### src/rtl/core/ntf_div.sv
// ----------------------------------------------------------------------------
// ntf_div
// Restoring radix-2 divider, one quotient bit per cycle, used to split the
// readout position into row and column.
// ----------------------------------------------------------------------------
module ntf_div #(
    parameter int DVD_W = 16,
    parameter int DVS_W = 9
) (
    input  logic             clk,
    input  logic             rst_n,
    input  logic             start,
    input  logic [DVD_W-1:0] dividend,
    input  logic [DVS_W-1:0] divisor,
    output logic             done,
    output logic [DVD_W-1:0] quotient,
    output logic [DVS_W-1:0] remainder
);

    localparam int CNT_W = $clog2(DVD_W + 1);

    logic [DVD_W-1:0] quo_reg;
    logic [DVS_W-1:0] rem_reg;
    logic [DVS_W-1:0] dvs_reg;
    logic [CNT_W-1:0] cnt_reg;
    logic             busy_reg;
    logic             done_reg;

    logic [DVS_W:0]   trial;
    logic             fits;
    logic [DVS_W:0]   diff;

    assign trial = {rem_reg, quo_reg[DVD_W-1]};
    assign fits  = trial >= {1'b0, dvs_reg};
    assign diff  = trial - {1'b0, dvs_reg};

    always_ff @(posedge clk or negedge rst_n)
    begin
        if (!rst_n)
        begin
            busy_reg <= 1'b0;
            done_reg <= 1'b0;
            cnt_reg  <= '0;
        end
        else
        begin
            done_reg <= 1'b0;
            if (start)
            begin
                busy_reg <= 1'b1;
                cnt_reg  <= CNT_W'(DVD_W);
            end
            else if (busy_reg)
            begin
                cnt_reg <= cnt_reg - 1'b1;
                if (cnt_reg == CNT_W'(1))
                begin
                    busy_reg <= 1'b0;
                    done_reg <= 1'b1;
                end
            end
        end
    end

    always_ff @(posedge clk)
    begin
        if (start)
        begin
            quo_reg <= dividend;
            rem_reg <= '0;
            dvs_reg <= divisor;
        end
        else if (busy_reg)
        begin
            // shift in one dividend bit, keep the difference when it fits
            quo_reg <= {quo_reg[DVD_W-2:0], fits};
            rem_reg <= fits ? diff[DVS_W-1:0] : trial[DVS_W-1:0];
        end
    end

    assign done      = done_reg;
    assign quotient  = quo_reg;
    assign remainder = rem_reg;

endmodule

### config.mk
export PLATFORM = sky130hd
export DESIGN_NAME = ntf_div
export DESIGN_NICKNAME = d
export VERILOG_FILES = /design/src/rtl/core/ntf_div.sv
export SDC_FILE = /design/constraint.sdc
export NUM_CORES = 1
export LEC_CHECK = 0
export ABC_AREA = 1
export BUFFER_PORTS_ARGS = -buffer_cell sky130_fd_sc_hd__buf_4
export CAP_MARGIN = 0
export CORE_ASPECT_RATIO = 1.75
export CORE_UTILIZATION = 40
export DETAILED_ROUTE_END_ITERATION = 8
export GPL_TIMING_DRIVEN = 0
export MAX_ROUTING_LAYER = met4
export PLACE_DENSITY_LB_ADDON = 0.05
export RECOVER_POWER = 50
export SYNTH_ARGS = -nofsm -noshare
export SYNTH_HDL_FRONTEND = slang
export SYNTH_SLANG_ARGS = --single-unit
### constraint.sdc
create_clock -name clk -period 1.9 [get_ports clk]
set_clock_uncertainty 0.2 [all_clocks]
set_input_delay 0.285 -clock clk [delete_from_list [all_inputs] [get_ports clk]]
set_output_delay 0.285 -clock clk [all_outputs]
set_load 0.05 [all_outputs]
==> flow_metrics.py <==
metrics = {
    "global_route": {
        "globalRouteMet2Util_pct": 39.1,
        "gr-usage-met3_pct": 3.21,
        "grt_start_max_net_pins": 12,
        "grt.busiest_layer": "met2",
        "grt_pass1_wl_um": 8800,
        "track_usage_pct": 20.9,
        "first_global_vias": 1972,
        "grt_antenna_before_repair": 0,
        "grt.overflow.total": 0,
        "globalRouteMet1Util_pct": 21.4,
    },
    "cells_and_area": {
        "final_cell_mix": "nand2_1, buf_4, inv_1, edfxtp_1, nand3_1",
        "nFillCells": 536,
        "diodes": 0,
        "post-route-util_pct": 57.5,
        "nets": 390,
        "syn_to_final_growth_pct": 37.3,
        "finalInstanceArea_um2": 3050,
        "drive_gt1_share_pct": 25.4,
        "ff_latch_area_um2": 1110,
        "final_cells": 425,
        "largest_register_ffs": 16,
        "final_common_cell": "nand2_1",
        "multi_input_area_um2": 972,
    },
    "placement": {
        "io_buffers": 53,
        "hpwlAfterDp_um": 3790,
        "postPlaceCellArea_um2": 2720,
        "gp_congestion": 0.807,
        "dp_cells": 393,
    },
    "synth": {
        "synth_nets": 306,
        "ys_ff_latch": 41,
        "synthArstFlopShare_pct": 17.1,
        "synth_edf_count": 25,
        "yosysWarnings": 0,
        "avgSynthCellArea_um2": 8.35,
        "synthFlopType": "edfxtp_1",
        "syn_area_um2": 2220,
        "seq_area_frac_synth_pct": 49.8,
        "synth.lib_cells_used.distinct": 29,
        "netlist_instances": 266,
    },
    "hold_path": {
        "min_from": "dividend[12]",
        "whs_path_depth": 3,
        "min_to": "quotient[12]$_DFFE_PP_",
        "min_path_type": "in2reg",
    },
    "clock_network": {
        "cts_tree": "built",
        "numCtsBuffers": 5,
        "clockRootBuffer": "clkbuf_8",
        "clkSlewWorstSetupHoldPaths_ns": 0.08,
        "clk_path_buf_depth": 2,
        "clkLatencyLatePin_ns": 0.29,
        "numClockSinks": 41,
        "htreeDepth": 2,
    },
    "power_and_ir_drop": {
        "p_leak_nw": 1.55,
        "total_power_w": 0.00401,
        "vdd.ir_drop.worst_uv": 519,
        "p_per_area_nw_per_um2": 1310,
    },
    "worst_setup_path": {
        "timing.rr.end": "quotient[0]$_DFFE_PP_",
        "cp_slowest_stage_delay_ns": 0.40,
        "timing.rr.start": "quotient[15]$_DFFE_PP_",
        "criticalPathCategory": "reg2reg",
        "cp.arrival_ns": 1.98,
        "start_kind": "register",
        "rr_worst_depth": 12,
        "worstPathMaxFanout": 5,
        "crit_family": "adder cells",
        "crit_top_cell": "nand2_2",
        "critPathCaptureType": "register",
        "required_ns": 1.74,
        "reg2reg_slack_ns": -0.24,
        "critPathBufInv": 4,
        "cp_slowest_cell": "edfxtp_1",
        "path_cells": "inv_2, ha_4, inv_2, fa_2, nand2_2, nand2_2, nand3_2, nand2_2, nand2_4, buf_12, buf_8, a31oi_4",
    },
    "detailed_routing": {
        "routedWlPerCell_um": 12.6,
        "drt-pass1-iter-count": 4,
        "antenna_left": 0,
        "viasPerCell": 4.60,
        "route.vias.total": 1955,
        "drc": 0,
        "drt_first_iter_violations": 65,
        "wirelength_um": 5360,
    },
    "sta": {
        "rsz0062_at_grt": "yes",
        "setup_slack_ns": -0.239,
        "relSlewSlack_pct": 59.2,
        "fin_crit_sh_pct": 113,
        "hold_ws_ns": 0.0630,
        "hold_viol_final": 0,
        "fmax_mhz": 467,
        "period_needed_ns": 2.14,
        "finalSetupViolCount": 10,
        "worst_pin_slew_ns": 0.614,
        "slew_violations": 0,
    },
    "floorplan": {
        "pin_count": 54,
        "initial_core_util_pct": 41.9,
        "coreArea_um2": 5300,
        "die_w_um": 58.3,
        "placementRows": 35,
        "die_area_um2": 5870,
        "die_h_um": 101,
    },
    "job": {
        "maxCapViolCount": 0,
    },
    "run_status": {
        "status": "complete, but fails checks",
        "violations": "negative setup slack",
    },
}
cell usage after synthesis (all sizes together), types with 4 or more instances:
master | instances | area [um^2]
nand2 | 99 | 384
inv | 42 | 158
edfxtp | 25 | 751
nand3 | 24 | 140
nor2 | 15 | 63.8
ha | 11 | 138
dfxtp | 9 | 180
dfrtp | 7 | 175
o21ai | 7 | 35.0
a21oi | 6 | 33.8
buf | 5 | 32.5
nand3b | 4 | 30.0
final cells by class:
| cell class | instances | share of cell area, % |
|---|---|---|
| Sequential cell | 41 | 36.3 |
| Timing Repair inverter | 1 | 0.246 |
| Tap cell | 74 | 3.04 |
| Timing Repair Buffer | 76 | 18.8 |
| Inverter | 42 | 5.29 |
| Buffer | 7 | 1.89 |
| Multi-Input combinational cell | 176 | 31.9 |
| Clock buffer | 8 | 2.63 |
how the worst max path moves through the flow:
| stage | depth (start not counted) | start | endpoint | slack [ns] |
|---|---|---|---|---|
| after global routing | 14 | quotient[15]$_DFFE_PP_ | remainder[5]$_SDFFE_PP0P_ | -0.33 |
| after global placement | 5 | start | cnt_reg[0]$_DFFE_PN0P_ | -0.64 |
| after floorplan | 11 | quotient[15]$_DFFE_PP_ | quotient[0]$_DFFE_PP_ | -0.36 |
| after detailed placement | 5 | start | cnt_reg[0]$_DFFE_PN0P_ | -0.59 |
| after CTS | 12 | quotient[15]$_DFFE_PP_ | quotient[0]$_DFFE_PP_ | -0.25 |
| final | 12 | quotient[15]$_DFFE_PP_ | quotient[0]$_DFFE_PP_ | -0.24 |
through the flow:
| stage | TNS (ns) | worst slack [ns] |
|---|---|---|
| after global placement | -14.97 | -0.645 |
| after CTS | -2.22 | -0.252 |
| final | -1.90 | -0.239 |
| after floorplan | -3.35 | -0.364 |
| after detailed placement | -13.74 | -0.585 |
| after global routing | -3.38 | -0.335 |
tightest hold or removal path: stages:
cell and delay (ns):
buf_4 0.08, nand2_1 0.04, nand2_1 0.05
metal layers:
layer / vias to the layer above / wire (um) / part of all wire [%]
met5: - / 0 / 0
met4: 0 / 82 / 1.5
met3: 5 / 121 / 2.3
met2: 33 / 3030 / 57
met1: 907 / 2120 / 40
li1: 1010 / - / -
power by group:
part / total (W) / switching [W] / internal, W / leakage [nW]
combinational: 0.00219 / 0.00139 / 0.000799 / 1.09
sequential: 0.00128 / 0.000141 / 0.00114 / 0.422
clock: 0.000547 / 0.000286 / 0.000261 / 0.0395
total: 0.00401 / 0.00181 / 0.00220 / 1.55
logic make-up (layout without fill, tap and decap cells):
group	count (synthesis)	in the layout	synth area share, %
buf+inv	49	134	9.35
flops	41	41	49.8
simple gates	145	145	28.6
fa+ha+maj	12	12	7.10
xor+xnor	3	3	1.18
compound gates	16	16	3.94
repair_timing:
action	CTS	global route
setup endpoints to repair	28	10
endpoints found under the hold margin	16	0
pin swaps	7	9
hold buffers	10	0
cloned	2	0
setup buffers	11	2
gates resized for setup	12	7
Power figures use the tool's default switching activity.
